--- src/sv/fpv_pkg.sv ---
// ----------------------------------------------------------------------------
// fpv_pkg
// Shared types and constants for the first-person view update block.
// ----------------------------------------------------------------------------
package fpv_pkg;

    localparam int TRIG_W     = 19;   // Q2.16 unit components
    localparam int MB_W       = 34;   // second multiplier operand
    localparam int MP_W       = TRIG_W + MB_W;
    localparam int TH_W       = 36;   // Q30 angle accumulator
    localparam int XY_W       = 34;   // Q3.30 rotation vector
    localparam int ATAN_DEPTH = 24;

    typedef logic signed [TRIG_W-1:0] t_trig;

    localparam logic signed [TH_W-1:0] PI_Q30      = 36'sd3373259426;
    localparam logic signed [TH_W-1:0] HALF_PI_Q30 = 36'sd1686629713;
    localparam logic signed [TH_W-1:0] TWO_PI_Q30  = 36'sd6746518852;
    localparam logic signed [XY_W-1:0] GAIN_Q30    = 34'sd652032874;

    localparam logic [2:0] OP_NONE  = 3'd0;
    localparam logic [2:0] OP_FWD   = 3'd1;
    localparam logic [2:0] OP_BACK  = 3'd2;
    localparam logic [2:0] OP_RIGHT = 3'd3;
    localparam logic [2:0] OP_LEFT  = 3'd4;

    localparam logic [2:0] CFG_MOVE_SPEED    = 3'd0;
    localparam logic [2:0] CFG_PITCH_LIMIT   = 3'd1;
    localparam logic [2:0] CFG_MAX_HEIGHT    = 3'd2;
    localparam logic [2:0] CFG_LOWER_BOUND   = 3'd3;
    localparam logic [2:0] CFG_HEIGHT_OFFSET = 3'd4;
    localparam logic [2:0] CFG_START_X       = 3'd5;
    localparam logic [2:0] CFG_START_Y       = 3'd6;
    localparam logic [2:0] CFG_START_Z       = 3'd7;

    function automatic logic signed [TH_W-1:0] atan_q30(input int idx);
        logic signed [TH_W-1:0] v;
        case (idx)
            0:       v = 36'sd843314857;
            1:       v = 36'sd497837829;
            2:       v = 36'sd263043837;
            3:       v = 36'sd133525159;
            4:       v = 36'sd67021687;
            5:       v = 36'sd33543516;
            6:       v = 36'sd16775851;
            7:       v = 36'sd8388437;
            8:       v = 36'sd4194283;
            9:       v = 36'sd2097149;
            10:      v = 36'sd1048576;
            11:      v = 36'sd524288;
            12:      v = 36'sd262144;
            13:      v = 36'sd131072;
            14:      v = 36'sd65536;
            15:      v = 36'sd32768;
            16:      v = 36'sd16384;
            17:      v = 36'sd8192;
            18:      v = 36'sd4096;
            19:      v = 36'sd2048;
            20:      v = 36'sd1024;
            21:      v = 36'sd512;
            22:      v = 36'sd256;
            23:      v = 36'sd128;
            default: v = '0;
        endcase
        return v;
    endfunction

endpackage

--- src/sv/fpv_if.sv ---
// ----------------------------------------------------------------------------
// fpv channel interfaces
// Valid/ready channels for input items, result rows and register writes.
// ----------------------------------------------------------------------------
interface fpv_in_if #(parameter int ANGLE_BITS = 16);
    logic                         valid;
    logic                         ready;
    logic [2:0]                   opcode;
    logic signed [ANGLE_BITS-1:0] yaw;
    logic signed [ANGLE_BITS-1:0] pitch;
    logic [15:0]                  time_step;
    modport source (output valid, opcode, yaw, pitch, time_step, input ready);
    modport sink (input valid, opcode, yaw, pitch, time_step, output ready);
endinterface

interface fpv_out_if;
    logic               valid;
    logic               ready;
    logic [1:0]         row_index;
    logic signed [31:0] elem_x;
    logic signed [31:0] elem_y;
    logic signed [31:0] elem_z;
    logic signed [31:0] elem_w;
    logic signed [14:0] pitch_out;
    logic               last_row;
    modport source (output valid, row_index, elem_x, elem_y, elem_z, elem_w,
                    pitch_out, last_row, input ready);
    modport sink (input valid, row_index, elem_x, elem_y, elem_z, elem_w,
                  pitch_out, last_row, output ready);
endinterface

interface fpv_cfg_if;
    logic        valid;
    logic        ready;
    logic [2:0]  index;
    logic [31:0] data;
    modport source (output valid, index, data, input ready);
    modport sink (input valid, index, data, output ready);
endinterface

--- src/sv/fpv_cordic.sv ---
// ----------------------------------------------------------------------------
// fpv_cordic
// Iterative rotation-mode CORDIC: one micro-rotation per cycle, sin and cos
// rounded to Q2.16.
// ----------------------------------------------------------------------------
module fpv_cordic import fpv_pkg::*; #(
    parameter int ANG_W      = 17,
    parameter int ANG_FRAC   = 13,
    parameter int TRIG_STEPS = 14
) (
    input  logic                    i_clk,
    input  logic                    i_rst_n,
    input  logic                    i_start,
    input  logic signed [ANG_W-1:0] i_angle,
    output logic                    o_done,
    output t_trig                   o_sin,
    output t_trig                   o_cos
);

    localparam int N     = (TRIG_STEPS > ATAN_DEPTH) ? ATAN_DEPTH : TRIG_STEPS;
    localparam int CW    = $clog2(N);
    localparam int SHIFT = 30 - ANG_FRAC;

    typedef enum logic [1:0] {C_IDLE, C_RUN, C_FIN} t_cstate;

    t_cstate                 r_state;
    logic signed [TH_W-1:0]  r_th, n_th, th_a, th_b, th_c;
    logic signed [XY_W-1:0]  r_x, r_y, n_x, n_y, xs, ys, fx, fy;
    logic [CW-1:0]           r_i;
    logic                    r_neg, neg_c;

    function automatic t_trig rnd14(input logic signed [XY_W-1:0] v);
        logic signed [XY_W-1:0] t;
        t = v + XY_W'(8192);
        return t[14 +: TRIG_W];
    endfunction

    always_comb begin
        th_a = TH_W'(i_angle) <<< SHIFT;
        if (th_a > PI_Q30) begin
            th_b = th_a - TWO_PI_Q30;
        end else if (th_a < -PI_Q30) begin
            th_b = th_a + TWO_PI_Q30;
        end else begin
            th_b = th_a;
        end
        neg_c = 1'b0;
        if (th_b > HALF_PI_Q30) begin
            th_c  = th_b - PI_Q30;
            neg_c = 1'b1;
        end else if (th_b < -HALF_PI_Q30) begin
            th_c  = th_b + PI_Q30;
            neg_c = 1'b1;
        end else begin
            th_c = th_b;
        end
    end

    always_comb begin
        xs = r_x >>> r_i;
        ys = r_y >>> r_i;
        if (!r_th[TH_W-1]) begin
            n_x  = r_x - ys;
            n_y  = r_y + xs;
            n_th = r_th - atan_q30(int'(r_i));
        end else begin
            n_x  = r_x + ys;
            n_y  = r_y - xs;
            n_th = r_th + atan_q30(int'(r_i));
        end
        fx = r_neg ? -r_x : r_x;
        fy = r_neg ? -r_y : r_y;
    end

    always_ff @(posedge i_clk) begin
        if (!i_rst_n) begin
            r_state <= C_IDLE;
            o_done  <= 1'b0;
        end else begin
            o_done <= 1'b0;
            unique case (r_state)
                C_IDLE: begin
                    if (i_start) begin
                        r_th    <= th_c;
                        r_neg   <= neg_c;
                        r_x     <= GAIN_Q30;
                        r_y     <= '0;
                        r_i     <= '0;
                        r_state <= C_RUN;
                    end
                end
                C_RUN: begin
                    r_x  <= n_x;
                    r_y  <= n_y;
                    r_th <= n_th;
                    r_i  <= r_i + CW'(1);
                    if (r_i == CW'(N - 1)) begin
                        r_state <= C_FIN;
                    end
                end
                C_FIN: begin
                    o_done  <= 1'b1;
                    o_cos   <= rnd14(fx);
                    o_sin   <= rnd14(fy);
                    r_state <= C_IDLE;
                end
                default: r_state <= C_IDLE;
            endcase
        end
    end

endmodule

--- src/sv/first_person_view_update.sv ---
// ----------------------------------------------------------------------------
// first_person_view_update
// Camera update: pitch clamp, CORDIC sin/cos, basis vectors, move with height
// clamp, then four look-at view matrix rows.
// ----------------------------------------------------------------------------
//  channel   dir  payload                                       handshake
//  i_in      in   opcode, yaw, pitch, time_step                 valid/ready
//  o_res     out  row_index, elem_x..elem_w, pitch_out, last_row valid/ready
//  i_cfg     in   index, data                                   valid/ready
//
//  One item passes through two CORDIC runs (yaw, then pitch), 28 products on the
//  shared 19x34 multiplier (one product per cycle), a drain state and four result
//  rows.
//  i_in.ready and i_cfg.ready are high only when idle.
//  Reset loads the register defaults and places the camera at the origin.
//  A stalled o_res holds the current row; the sequencer waits on it.
// ----------------------------------------------------------------------------
module first_person_view_update import fpv_pkg::*; #(
    parameter int ANGLE_BITS = 16,
    parameter int POS_BITS   = 32,
    parameter int TRIG_STEPS = 14
) (
    input  logic       i_clk,
    input  logic       i_rst_n,
    fpv_in_if.sink     i_in,
    fpv_out_if.source  o_res,
    fpv_cfg_if.sink    i_cfg
);

    localparam int PW    = ((ANGLE_BITS > 15) ? ANGLE_BITS : 15) + 1;
    localparam int EW    = ((POS_BITS > 34) ? POS_BITS : 34) + 2;
    localparam int ACC_W = ((POS_BITS > 32) ? POS_BITS : 32) + 6;

    localparam logic signed [EW-1:0] PMAX = {{(EW-POS_BITS+1){1'b0}}, {(POS_BITS-1){1'b1}}};
    localparam logic signed [EW-1:0] PMIN = ~PMAX;
    localparam logic signed [ACC_W-1:0] WMAX = {{(ACC_W-31){1'b0}}, {31{1'b1}}};
    localparam logic signed [ACC_W-1:0] WMIN = ~WMAX;

    typedef enum logic [2:0] {
        S_IDLE, S_TRIG_Y, S_TRIG_P, S_MUL, S_DOT, S_DRAIN, S_OUT
    } t_state;

    typedef enum logic [3:0] {
        U_STEP, U_DX, U_DZ, U_UX, U_UYA, U_UYB, U_UZ,
        U_MX, U_MY, U_MZ, U_DHI, U_DLO
    } t_use;

    t_state r_state;

    // configuration
    logic [15:0]          r_speed;
    logic [13:0]          r_plim;
    logic signed [31:0]   r_maxh, r_lowb;
    logic [30:0]          r_hoff;

    logic signed [POS_BITS-1:0] r_pos_x, r_pos_y, r_pos_z;

    // item
    logic [2:0]           r_op;
    logic signed [PW-1:0] r_yaw, r_pitch, pitch_ext, plim_ext, pitch_cl;
    logic [15:0]          r_ts;

    // trig and basis
    logic   r_cstart, r_csel, cdone;
    logic signed [PW-1:0] cangle;
    t_trig  csin, ccos;
    t_trig  r_sy, r_cy, r_sp, r_cp, r_dx, r_dz, r_ux, r_uy, r_uz, rx;
    logic [31:0]          r_step;
    logic signed [MP_W-1:0] r_tmp;

    // shared multiplier
    logic [3:0]           r_k;
    logic [1:0]           r_row;
    logic [2:0]           r_term;
    t_trig                mul_a, dcomp;
    logic signed [MB_W-1:0] mul_b;
    logic signed [MP_W-1:0] prod, r_prod, mtmp;
    t_use                 use_c, r_use;
    logic                 r_pend;
    logic [1:0]           r_use_row;
    logic [2:0]           r_use_term;

    // consume path
    logic                 moving, msign;
    logic signed [EW-1:0] dw, sgd, nx, ny, nz, hi, lo;
    logic signed [ACC_W-1:0] r_acc, ctb, acc_sum;
    logic signed [31:0]   r_w0, r_w1, r_w2;

    // output
    logic                 r_ovalid;
    logic [1:0]           r_orow;
    logic signed [31:0]   r_ex, r_ey, r_ez, r_ew;
    logic signed [14:0]   r_opitch;
    logic [1:0]           r_oidx;
    logic                 r_olast;
    logic                 load_out;

    function automatic t_trig rnd16(input logic signed [MP_W-1:0] v);
        logic signed [MP_W-1:0] t;
        t = v + MP_W'(32768);
        return t[16 +: TRIG_W];
    endfunction

    function automatic logic signed [POS_BITS-1:0] sat_pos(input logic signed [EW-1:0] v);
        logic signed [POS_BITS-1:0] r;
        if (v > PMAX) begin
            r = PMAX[POS_BITS-1:0];
        end else if (v < PMIN) begin
            r = PMIN[POS_BITS-1:0];
        end else begin
            r = v[POS_BITS-1:0];
        end
        return r;
    endfunction

    function automatic logic signed [31:0] sat_w(input logic signed [ACC_W-1:0] v);
        logic signed [31:0] r;
        if (v > WMAX) begin
            r = WMAX[31:0];
        end else if (v < WMIN) begin
            r = WMIN[31:0];
        end else begin
            r = v[31:0];
        end
        return r;
    endfunction

    assign i_in.ready  = (r_state == S_IDLE);
    assign i_cfg.ready = (r_state == S_IDLE);

    assign o_res.valid     = r_ovalid;
    assign o_res.row_index = r_oidx;
    assign o_res.elem_x    = r_ex;
    assign o_res.elem_y    = r_ey;
    assign o_res.elem_z    = r_ez;
    assign o_res.elem_w    = r_ew;
    assign o_res.pitch_out = r_opitch;
    assign o_res.last_row  = r_olast;

    assign cangle = r_csel ? r_pitch : r_yaw;

    fpv_cordic #(
        .ANG_W      (PW),
        .ANG_FRAC   (ANGLE_BITS - 3),
        .TRIG_STEPS (TRIG_STEPS)
    ) u_cordic (
        .i_clk   (i_clk),
        .i_rst_n (i_rst_n),
        .i_start (r_cstart),
        .i_angle (cangle),
        .o_done  (cdone),
        .o_sin   (csin),
        .o_cos   (ccos)
    );

    // pitch clamp at accept
    always_comb begin
        pitch_ext = PW'(i_in.pitch);
        plim_ext  = PW'({1'b0, r_plim});
        if (pitch_ext > plim_ext) begin
            pitch_cl = plim_ext;
        end else if (pitch_ext < -plim_ext) begin
            pitch_cl = -plim_ext;
        end else begin
            pitch_cl = pitch_ext;
        end
    end

    // multiplier operand select
    always_comb begin
        rx     = -r_cy;
        moving = (r_op == OP_FWD) || (r_op == OP_BACK) ||
                 (r_op == OP_RIGHT) || (r_op == OP_LEFT);
        msign  = (r_op == OP_FWD) || (r_op == OP_RIGHT);
        mul_a  = '0;
        mul_b  = '0;
        use_c  = U_STEP;
        dcomp  = '0;
        if (r_state == S_MUL) begin
            case (r_k)
                4'd0: begin
                    mul_a = t_trig'({3'b000, r_ts});
                    mul_b = MB_W'({1'b0, r_speed});
                    use_c = U_STEP;
                end
                4'd1: begin mul_a = r_cp; mul_b = MB_W'(r_sy); use_c = U_DX; end
                4'd2: begin mul_a = r_cp; mul_b = MB_W'(r_cy); use_c = U_DZ; end
                4'd3: begin mul_a = r_sy; mul_b = MB_W'(r_sp); use_c = U_UX; end
                4'd4: begin mul_a = r_sy; mul_b = MB_W'(r_dx); use_c = U_UYA; end
                4'd5: begin mul_a = rx; mul_b = MB_W'(r_dz); use_c = U_UYB; end
                4'd6: begin mul_a = rx; mul_b = MB_W'(r_sp); use_c = U_UZ; end
                4'd7: begin
                    mul_a = (r_op == OP_FWD || r_op == OP_BACK) ? r_dx : rx;
                    mul_b = MB_W'({1'b0, r_step});
                    use_c = U_MX;
                end
                4'd8: begin
                    mul_a = (r_op == OP_FWD || r_op == OP_BACK) ? r_sp : '0;
                    mul_b = MB_W'({1'b0, r_step});
                    use_c = U_MY;
                end
                default: begin
                    mul_a = (r_op == OP_FWD || r_op == OP_BACK) ? r_dz : r_sy;
                    mul_b = MB_W'({1'b0, r_step});
                    use_c = U_MZ;
                end
            endcase
        end else if (r_state == S_DOT) begin
            case ({r_row, r_term[2:1]})
                4'b00_00: dcomp = rx;
                4'b00_01: dcomp = '0;
                4'b00_10: dcomp = r_sy;
                4'b01_00: dcomp = r_ux;
                4'b01_01: dcomp = r_uy;
                4'b01_10: dcomp = r_uz;
                4'b10_00: dcomp = r_dx;
                4'b10_01: dcomp = r_sp;
                4'b10_10: dcomp = r_dz;
                default:  dcomp = '0;
            endcase
            mul_a = dcomp;
            if (r_term[0]) begin
                use_c = U_DLO;
                case (r_term[2:1])
                    2'd0:    mul_b = MB_W'({1'b0, r_pos_x[15:0]});
                    2'd1:    mul_b = MB_W'({1'b0, r_pos_y[15:0]});
                    default: mul_b = MB_W'({1'b0, r_pos_z[15:0]});
                endcase
            end else begin
                use_c = U_DHI;
                case (r_term[2:1])
                    2'd0:    mul_b = MB_W'(signed'(r_pos_x[POS_BITS-1:16]));
                    2'd1:    mul_b = MB_W'(signed'(r_pos_y[POS_BITS-1:16]));
                    default: mul_b = MB_W'(signed'(r_pos_z[POS_BITS-1:16]));
                endcase
            end
        end
        prod = mul_a * mul_b;
    end

    // consume path
    always_comb begin
        mtmp = r_prod + MP_W'(8388608);
        dw   = EW'(mtmp >>> 24);
        sgd  = msign ? dw : -dw;
        nx   = EW'(r_pos_x) + sgd;
        nz   = EW'(r_pos_z) + sgd;
        hi   = EW'(r_maxh) - EW'({1'b0, r_hoff});
        lo   = EW'(r_lowb) + EW'({1'b0, r_hoff});
        ny   = EW'(r_pos_y) + sgd;
        if (ny > hi) begin
            ny = hi;
        end else if (ny < lo) begin
            ny = lo;
        end
        ctb     = (r_use == U_DLO) ? ACC_W'(r_prod >>> 16) : ACC_W'(r_prod);
        acc_sum = ((r_use_term == 3'd0) ? ACC_W'(0) : r_acc) + ctb;
    end

    assign load_out = (r_state == S_OUT) && (!r_ovalid || o_res.ready);

    always_ff @(posedge i_clk) begin
        if (!i_rst_n) begin
            r_state  <= S_IDLE;
            r_speed  <= 16'd2560;
            r_plim   <= 14'd12867;
            r_maxh   <= 32'sd6553600;
            r_lowb   <= '0;
            r_hoff   <= 31'd131072;
            r_pos_x  <= '0;
            r_pos_y  <= '0;
            r_pos_z  <= '0;
            r_cstart <= 1'b0;
            r_csel   <= 1'b0;
            r_pend   <= 1'b0;
            r_ovalid <= 1'b0;
        end else begin
            r_cstart <= 1'b0;

            if (i_cfg.valid && i_cfg.ready) begin
                unique case (i_cfg.index)
                    CFG_MOVE_SPEED:    r_speed <= i_cfg.data[15:0];
                    CFG_PITCH_LIMIT:   r_plim  <= i_cfg.data[13:0];
                    CFG_MAX_HEIGHT:    r_maxh  <= i_cfg.data;
                    CFG_LOWER_BOUND:   r_lowb  <= i_cfg.data;
                    CFG_HEIGHT_OFFSET: r_hoff  <= i_cfg.data[30:0];
                    CFG_START_X:       r_pos_x <= sat_pos(EW'(signed'(i_cfg.data)));
                    CFG_START_Y:       r_pos_y <= sat_pos(EW'(signed'(i_cfg.data)));
                    CFG_START_Z:       r_pos_z <= sat_pos(EW'(signed'(i_cfg.data)));
                    default: ;
                endcase
            end

            // pipelined multiplier: issue now, consume next cycle
            r_pend     <= (r_state == S_MUL) || (r_state == S_DOT);
            r_prod     <= prod;
            r_use      <= use_c;
            r_use_row  <= r_row;
            r_use_term <= r_term;

            if (r_pend) begin
                case (r_use)
                    U_STEP: r_step <= r_prod[31:0];
                    U_DX:   r_dx   <= rnd16(r_prod);
                    U_DZ:   r_dz   <= rnd16(r_prod);
                    U_UX:   r_ux   <= rnd16(-r_prod);
                    U_UYA:  r_tmp  <= r_prod;
                    U_UYB:  r_uy   <= rnd16(r_tmp - r_prod);
                    U_UZ:   r_uz   <= rnd16(r_prod);
                    U_MX:   if (moving) r_pos_x <= sat_pos(nx);
                    U_MY:   if (moving) r_pos_y <= sat_pos(ny);
                    U_MZ:   if (moving) r_pos_z <= sat_pos(nz);
                    default: begin
                        r_acc <= acc_sum;
                        if (r_use_term == 3'd5) begin
                            case (r_use_row)
                                2'd0:    r_w0 <= sat_w(-acc_sum);
                                2'd1:    r_w1 <= sat_w(-acc_sum);
                                default: r_w2 <= sat_w(acc_sum);
                            endcase
                        end
                    end
                endcase
            end

            if (load_out) begin
                r_ovalid <= 1'b1;
                r_oidx   <= r_orow;
                r_olast  <= (r_orow == 2'd3);
                r_opitch <= r_pitch[14:0];
                case (r_orow)
                    2'd0: begin
                        r_ex <= 32'(rx); r_ey <= '0; r_ez <= 32'(r_sy); r_ew <= r_w0;
                    end
                    2'd1: begin
                        r_ex <= 32'(r_ux); r_ey <= 32'(r_uy); r_ez <= 32'(r_uz);
                        r_ew <= r_w1;
                    end
                    2'd2: begin
                        r_ex <= -32'(r_dx); r_ey <= -32'(r_sp); r_ez <= -32'(r_dz);
                        r_ew <= r_w2;
                    end
                    default: begin
                        r_ex <= '0; r_ey <= '0; r_ez <= '0; r_ew <= 32'sd65536;
                    end
                endcase
            end else if (o_res.ready) begin
                r_ovalid <= 1'b0;
            end

            unique case (r_state)
                S_IDLE: begin
                    if (i_in.valid) begin
                        r_op     <= i_in.opcode;
                        r_yaw    <= PW'(i_in.yaw);
                        r_pitch  <= pitch_cl;
                        r_ts     <= i_in.time_step;
                        r_csel   <= 1'b0;
                        r_cstart <= 1'b1;
                        r_state  <= S_TRIG_Y;
                    end
                end
                S_TRIG_Y: begin
                    if (cdone) begin
                        r_sy     <= csin;
                        r_cy     <= ccos;
                        r_csel   <= 1'b1;
                        r_cstart <= 1'b1;
                        r_state  <= S_TRIG_P;
                    end
                end
                S_TRIG_P: begin
                    if (cdone) begin
                        r_sp    <= csin;
                        r_cp    <= ccos;
                        r_k     <= '0;
                        r_state <= S_MUL;
                    end
                end
                S_MUL: begin
                    r_k <= r_k + 4'd1;
                    if (r_k == 4'd9) begin
                        r_row   <= '0;
                        r_term  <= '0;
                        r_state <= S_DOT;
                    end
                end
                S_DOT: begin
                    if (r_term == 3'd5) begin
                        r_term <= '0;
                        r_row  <= r_row + 2'd1;
                        if (r_row == 2'd2) begin
                            r_state <= S_DRAIN;
                        end
                    end else begin
                        r_term <= r_term + 3'd1;
                    end
                end
                S_DRAIN: begin
                    r_orow  <= '0;
                    r_state <= S_OUT;
                end
                S_OUT: begin
                    if (load_out) begin
                        r_orow <= r_orow + 2'd1;
                        if (r_orow == 2'd3) begin
                            r_state <= S_IDLE;
                        end
                    end
                end
                default: r_state <= S_IDLE;
            endcase
        end
    end

endmodule

--- src/flat_wrapper.sv ---
// flat-port wrapper written by rule: the top's interface ports become plain ports
module first_person_view_update_flat import fpv_pkg::*;
#(
    parameter int ANGLE_BITS = 16,
    parameter int POS_BITS   = 32,
    parameter int TRIG_STEPS = 14
)
  (i_clk, i_rst_n, i_in_valid, i_in_opcode, i_in_yaw, i_in_pitch, i_in_time_step, i_in_ready, o_res_valid, o_res_row_index, o_res_elem_x, o_res_elem_y, o_res_elem_z, o_res_elem_w, o_res_pitch_out, o_res_last_row, o_res_ready, i_cfg_valid, i_cfg_index, i_cfg_data, i_cfg_ready);
  fpv_in_if #(.ANGLE_BITS(ANGLE_BITS)) i_in_i ();
  fpv_out_if o_res_i ();
  fpv_cfg_if i_cfg_i ();
  input  logic i_clk;
  input  logic i_rst_n;
  input wire logic [$bits(i_in_i.valid)-1:0] i_in_valid;
  input wire logic [$bits(i_in_i.opcode)-1:0] i_in_opcode;
  input wire logic [$bits(i_in_i.yaw)-1:0] i_in_yaw;
  input wire logic [$bits(i_in_i.pitch)-1:0] i_in_pitch;
  input wire logic [$bits(i_in_i.time_step)-1:0] i_in_time_step;
  output wire logic [$bits(i_in_i.ready)-1:0] i_in_ready;
  output wire logic [$bits(o_res_i.valid)-1:0] o_res_valid;
  output wire logic [$bits(o_res_i.row_index)-1:0] o_res_row_index;
  output wire logic [$bits(o_res_i.elem_x)-1:0] o_res_elem_x;
  output wire logic [$bits(o_res_i.elem_y)-1:0] o_res_elem_y;
  output wire logic [$bits(o_res_i.elem_z)-1:0] o_res_elem_z;
  output wire logic [$bits(o_res_i.elem_w)-1:0] o_res_elem_w;
  output wire logic [$bits(o_res_i.pitch_out)-1:0] o_res_pitch_out;
  output wire logic [$bits(o_res_i.last_row)-1:0] o_res_last_row;
  input wire logic [$bits(o_res_i.ready)-1:0] o_res_ready;
  input wire logic [$bits(i_cfg_i.valid)-1:0] i_cfg_valid;
  input wire logic [$bits(i_cfg_i.index)-1:0] i_cfg_index;
  input wire logic [$bits(i_cfg_i.data)-1:0] i_cfg_data;
  output wire logic [$bits(i_cfg_i.ready)-1:0] i_cfg_ready;
  assign i_in_i.valid = i_in_valid;
  assign i_in_i.opcode = i_in_opcode;
  assign i_in_i.yaw = i_in_yaw;
  assign i_in_i.pitch = i_in_pitch;
  assign i_in_i.time_step = i_in_time_step;
  assign i_in_ready = i_in_i.ready;
  assign o_res_valid = o_res_i.valid;
  assign o_res_row_index = o_res_i.row_index;
  assign o_res_elem_x = o_res_i.elem_x;
  assign o_res_elem_y = o_res_i.elem_y;
  assign o_res_elem_z = o_res_i.elem_z;
  assign o_res_elem_w = o_res_i.elem_w;
  assign o_res_pitch_out = o_res_i.pitch_out;
  assign o_res_last_row = o_res_i.last_row;
  assign o_res_i.ready = o_res_ready;
  assign i_cfg_i.valid = i_cfg_valid;
  assign i_cfg_i.index = i_cfg_index;
  assign i_cfg_i.data = i_cfg_data;
  assign i_cfg_ready = i_cfg_i.ready;
  first_person_view_update #(.ANGLE_BITS(ANGLE_BITS), .POS_BITS(POS_BITS), .TRIG_STEPS(TRIG_STEPS)) u_core (.i_clk(i_clk), .i_rst_n(i_rst_n), .i_in(i_in_i), .o_res(o_res_i), .i_cfg(i_cfg_i));
endmodule
--- config.mk ---
export PLATFORM = sky130hd
export DESIGN_NAME = first_person_view_update_flat
export DESIGN_NICKNAME = d
export VERILOG_FILES = /design/src/sv/fpv_pkg.sv /design/src/sv/fpv_if.sv /design/src/sv/fpv_cordic.sv /design/src/sv/first_person_view_update.sv /design/src/flat_wrapper.sv
export SDC_FILE = /design/constraint.sdc
export NUM_CORES = 2
export LEC_CHECK = 0
export BUFFER_PORTS_ARGS = -buffer_cell sky130_fd_sc_hd__buf_4
export CAP_MARGIN = 25
export CORE_ASPECT_RATIO = 1.75
export CORE_MARGIN = 2
export CORE_UTILIZATION = 30
export DETAILED_ROUTE_END_ITERATION = 8
export GPL_TIMING_DRIVEN = 0
export PLACE_DENSITY_LB_ADDON = 0.2
export SYNTH_ARGS = -nofsm -noshare
export SYNTH_HDL_FRONTEND = slang
export SYNTH_SLANG_ARGS = --single-unit
export TNS_END_PERCENT = 100
--- constraint.sdc ---
create_clock -name i_clk -period 12.26 [get_ports i_clk]
set_input_delay 1.226 -clock i_clk [delete_from_list [all_inputs] [get_ports i_clk]]
set_output_delay 1.226 -clock i_clk [all_outputs]
set_load 0.02 [all_outputs]
==> impl_summary.log <==
[metrics] instance count of the mapped netlist: 10300
[metrics] placed insts: around 15000
[metrics] # clock sinks: approximately 1000
[metrics] TritonCTS clock tree: built
[metrics] main combinational cell family by area after synthesis: adder cells
[metrics] top cell type's share of synthesized area: about a quarter
[metrics] wire length of the first global-routing pass: 611 mm
[metrics] most frequent cell on the critical path: sky130_fd_sc_hd__fa_1
[metrics] Post-Place Worst Slack: -1.36 ns
[metrics] routed via count: 83500
[metrics] final core utilization: around 34%
[metrics] status: complete, no violations
[metrics] insertion delay to the later sink of the worst-skew pair: 0.84 ns
[metrics] Yosys reg bits: around 1000
[metrics] Avg Synthesized Cell Area: between 9 and 10 sq um
[metrics] number of nets in the synthesized netlist: between 10000 and 15000
[metrics] total detailed-routing wirelength: between 400 and 500 mm
[metrics] Setup violations, final: 0
[metrics] category of the critical setup timing path: reg -> reg
[metrics] buffer depth of the longest clock path: 3
[metrics] Detail Placement HPWL: 357 mm
[metrics] share of post-route cells with drive strength above 1: 8.68%
[metrics] cell taking the most area after synthesis: sky130_fd_sc_hd__edfxtp_1
[metrics] type of element capturing the critical path: register
[metrics] drt wl/cell: between 20 and 30 um
[metrics] Antenna Violating Nets Remaining: 0
[metrics] port buffer count: 225
[metrics] EDFF count, synth: 790
[metrics] antenna violations before repair: 30
[metrics] htree depth: 3
[metrics] Power Dens Cells: roughly 120 mW/mm^2
[metrics] time the final worst path needs with I/O delays and setup: 12.16 ns
[metrics] number of distinct library cells after synthesis: around 110
[metrics] top cells by area in the synthesized netlist: sky130_fd_sc_hd__edfxtp_1 25%, sky130_fd_sc_hd__fa_1 13%, sky130_fd_sc_hd__ha_1 8.6%, sky130_fd_sc_hd__dfxtp_1 5.4%, sky130_fd_sc_hd__nand2_1 4.8%
[metrics] number of global-route vias before repair: about 86000
[metrics] core region area: 0.318 sq mm
[metrics] placed instance area: approximately 0.10 sq mm
[metrics] adder-cell share of the synthesized area: ~22%
[metrics] Clock Skews: between 0.07 and 0.08 ns
[metrics] required time at the endpoint of the critical path: 12.78 ns
[metrics] share of the synthesized netlist area taken by xor and xnor gates: 6.33%
[metrics] Slew HR: between 10% and 20%
[metrics] final hold violation count: 0
[metrics] share of cell area taken by muxes after synthesis: under 10%
[metrics] Slowest-stage cell, CP: sky130_fd_sc_hd__nand3_1
[metrics] transition at the pin with the smallest max-transition slack: about 1.2 ns
[metrics] commonest cells after routing, fill and taps aside: 1215 x sky130_fd_sc_hd__nand2_1, 878 x sky130_fd_sc_hd__inv_1, 790 x sky130_fd_sc_hd__edfxtp_1
[metrics] post-route design area: roughly 0.11 sq mm
[metrics] number of max-cap violations: 0
[metrics] Worst Slack Setup Final: 0.0995 ns
[metrics] Post-synth ARST share: 0%
[metrics] number of DRC violations after detailed routing: 0
[metrics] most used flip-flop cell after synthesis: sky130_fd_sc_hd__edfxtp_1
[metrics] arrival time worst endpoint: roughly 13 ns
[metrics] RD Place Congestion: 1.02
[metrics] simple-gate share of the synthesized area: 15.1%
[metrics] max-slew violation total from the final report: 0
[metrics] Hold Path Class: reg -> reg
[metrics] kind of launch point of the worst setup path: register
[metrics] maximum ir drop on the vdd rail: around 160 uV
[metrics] synth-to-layout area growth: 12.8%
[metrics] DRT iter0 DRCs: 6986
[metrics] critical path fanouts, max: 10
[metrics] FP Rows: about 270
[metrics] number of detailed-routing iterations run before antenna repair: 8
[metrics] Total Die Area: roughly 0.32 sq mm
[metrics] share of the clock period used by the worst path after layout: about 99%
[metrics] global-route usage over all layers: 26.1%
[metrics] CTS Hold Bufs: 0
[metrics] width of the die: 432 um
[metrics] pin count of the biggest net entering global routing: 87
[metrics] sequential area share after synthesis: approximately 30%
[metrics] Leak Pwr: 0.0442 uW
[metrics] via/cell ratio: 5.58
[metrics] Final nets: around 12000
[metrics] Non-Filler Instances: 15000
[metrics] synthesized area: ~0.096 sq mm
[metrics] overall power after layout: 13400 uW
[metrics] clock-pin slew of the registers on the worst-case setup and hold paths: around 0.07 ns
[metrics] commonest non-fill, non-tap cell in the layout: sky130_fd_sc_hd__nand2_1
[metrics] Compound-Gate Fraction of Synth Area: between 10% and 20%
[metrics] RSZ-0062 raised after global routing: no
[metrics] die height: about 750 um
[metrics] crit-path max cell delay: approximately 0.69 ns
[metrics] GRT overflow: 0
[metrics] Num CTS Buffers: ~120
[metrics] I/O pin cnt: 240
[metrics] root buffer cell: sky130_fd_sc_hd__clkbuf_16
[metrics] maximum achievable frequency: ~82 MHz
[metrics] # Post-CTS Setup Buffers: 0
[metrics] Yosys warnings: 0
[metrics] initial core utilization: 30.2%
## Yosys cell counts (52+ instances only)
| cell type | n |
|---|---|
| sky130_fd_sc_hd__ha_1 | 657 |
| sky130_fd_sc_hd__a21oi_1 | 718 |
| sky130_fd_sc_hd__dfxtp_1 | 259 |
| sky130_fd_sc_hd__a211oi_1 | 87 |
| sky130_fd_sc_hd__o21bai_1 | 52 |
| sky130_fd_sc_hd__and3_1 | 71 |
| sky130_fd_sc_hd__xnor2_1 | 454 |
| sky130_fd_sc_hd__fa_1 | 622 |
| sky130_fd_sc_hd__and2_1 | 110 |
| sky130_fd_sc_hd__nor3_1 | 181 |
| sky130_fd_sc_hd__nand4_1 | 62 |
| sky130_fd_sc_hd__nor4_1 | 54 |
| sky130_fd_sc_hd__o21ai_0 | 427 |
| sky130_fd_sc_hd__a22oi_1 | 100 |
| sky130_fd_sc_hd__nand3_1 | 178 |
| sky130_fd_sc_hd__mux2i_1 | 226 |
| sky130_fd_sc_hd__a222oi_1 | 126 |
| sky130_fd_sc_hd__o211ai_1 | 55 |
| sky130_fd_sc_hd__or3_1 | 73 |
| sky130_fd_sc_hd__a31oi_1 | 70 |
| sky130_fd_sc_hd__xor2_1 | 238 |
| sky130_fd_sc_hd__mux2_2 | 90 |
| sky130_fd_sc_hd__a21o_1 | 189 |
| sky130_fd_sc_hd__nand2_1 | 1216 |
| sky130_fd_sc_hd__edfxtp_1 | 790 |
| sky130_fd_sc_hd__clkbuf_1 | 440 |
| sky130_fd_sc_hd__nor2b_1 | 166 |
| sky130_fd_sc_hd__inv_1 | 879 |
| sky130_fd_sc_hd__a221oi_1 | 90 |
| sky130_fd_sc_hd__nor2_1 | 685 |
| sky130_fd_sc_hd__nand2b_1 | 163 |
| sky130_fd_sc_hd__o21a_1 | 75 |
| sky130_fd_sc_hd__o22ai_1 | 56 |
| sky130_fd_sc_hd__mux4_2 | 78 |
## area by class of cell
cell class | count | area, sq um
Timing Repair Buffer | 329 | 2890
Buffer | 523 | 2100
Multi-Input combinational cell | 7816 | 62000
Tap cell | 4140 | 5180
Inverter | 891 | 3350
Fill cell | 32700 | 210000
Clock inverter | 84 | 843
Antenna cell | 12 | 30.0
Sequential cell | 1049 | 28900
Clock buffer | 130 | 2980
## worst max-delay path, delay by kind of cell (launching register included)
kind | cells | cell delay, ns
and+or+nand+nor | 4 | 1.18
AOI/OAI and AO/OA | 11 | 3.04
buffers and inverters | 9 | 2.37
DFF | 1 | 0.51
muxes | 1 | 0.17
xor gates and xnor gates | 1 | 0.49
adders and majority gates | 8 | 4.02
## sequential cells by signal, indices dropped and copies added (netlist names), 31 cells and up, named ones only
signal / count
u_core.o_res.elem_z: 32
u_core.r_pos_y: 32
u_core.r_w0: 32
u_core.u_cordic.r_x: 34
u_core.o_res.elem_x: 32
u_core.r_hoff: 31
u_core.r_w1: 32
u_core.r_tmp: 35
u_core.r_pos_x: 32
u_core.u_cordic.r_y: 34
u_core.r_maxh: 32
u_core.o_res.elem_y: 32
u_core.r_lowb: 32
u_core.r_pos_z: 32
u_core.r_acc: 38
u_core.r_prod: 53
u_core.r_step: 32
u_core.r_w2: 32
u_core.o_res.elem_w: 32
u_core.u_cordic.r_th: 36
## metrics by stage
| step | TNS [ns] | hold WS, ns |
|---|---|---|
| final | 0 | 0.449 |
| after global placement | -425.62 | 0.429 |
| after global routing | 0 | 0.452 |
| after detailed placement | -7.43 | 0.430 |
| after CTS | 0 | 0.449 |
| after floorplan | 0 | 0.421 |
## metal layers
metal | global-route usage (%) | share of wire, % | up-vias | routed length, um
met5 | 0 | 0.014 | - | 60
met4 | 22.3 | 10 | 10 | 44800
met3 | 3.37 | 5.1 | 1251 | 21800
met2 | 47.3 | 51 | 3295 | 221000
met1 | 26.1 | 33 | 41600 | 145000
li1 | - | - | 37300 | -
## timing repair
action                     4_1_cts  5_1_grt
pin swaps                        0        1
gates resized for setup         51       38
setup endpoints to repair       12       10
## kinds of logic (layout without fill, tap and decap cells)
group | count (synthesis) | count (layout)
mux | 394 | 394
buf+inv | 1423 | 1957
xor+xnor | 693 | 693
flops | 1049 | 1049
compound gates | 2344 | 2344
other cells | 0 | 12
fa+ha+maj | 1279 | 1279
simple gates | 3106 | 3106
## power by group
group          switching, uW  total, uW  internal [uW]
combinational           3420       5450           2030
clock                   1740       3680           1950
sequential               228       4290           4070
total                   5380      13400           8050
## final timing paths
| kind | start | endpoint | slack, ns | cells after the start |
|---|---|---|---|---|
| worst max-delay path | u_core.r_term[1]$_SDFFCE_PN0P_ | u_core.r_prod[45]$_DFFE_PP_ | 0.1 | 34 |
| worst min-delay path | u_core.u_cordic.o_sin[7]$_DFFE_PP_ | u_core.r_sp[7]$_DFFE_PP_ | 0.45 | 0 |
| worst max register to register | u_core.r_term[1]$_SDFFCE_PN0P_ | u_core.r_prod[45]$_DFFE_PP_ | 0.1 | 34 |
| worst min register to register | u_core.u_cordic.o_sin[7]$_DFFE_PP_ | u_core.r_sp[7]$_DFFE_PP_ | 0.45 | 0 |
Note: power is estimated with default switching activity, not from simulation.
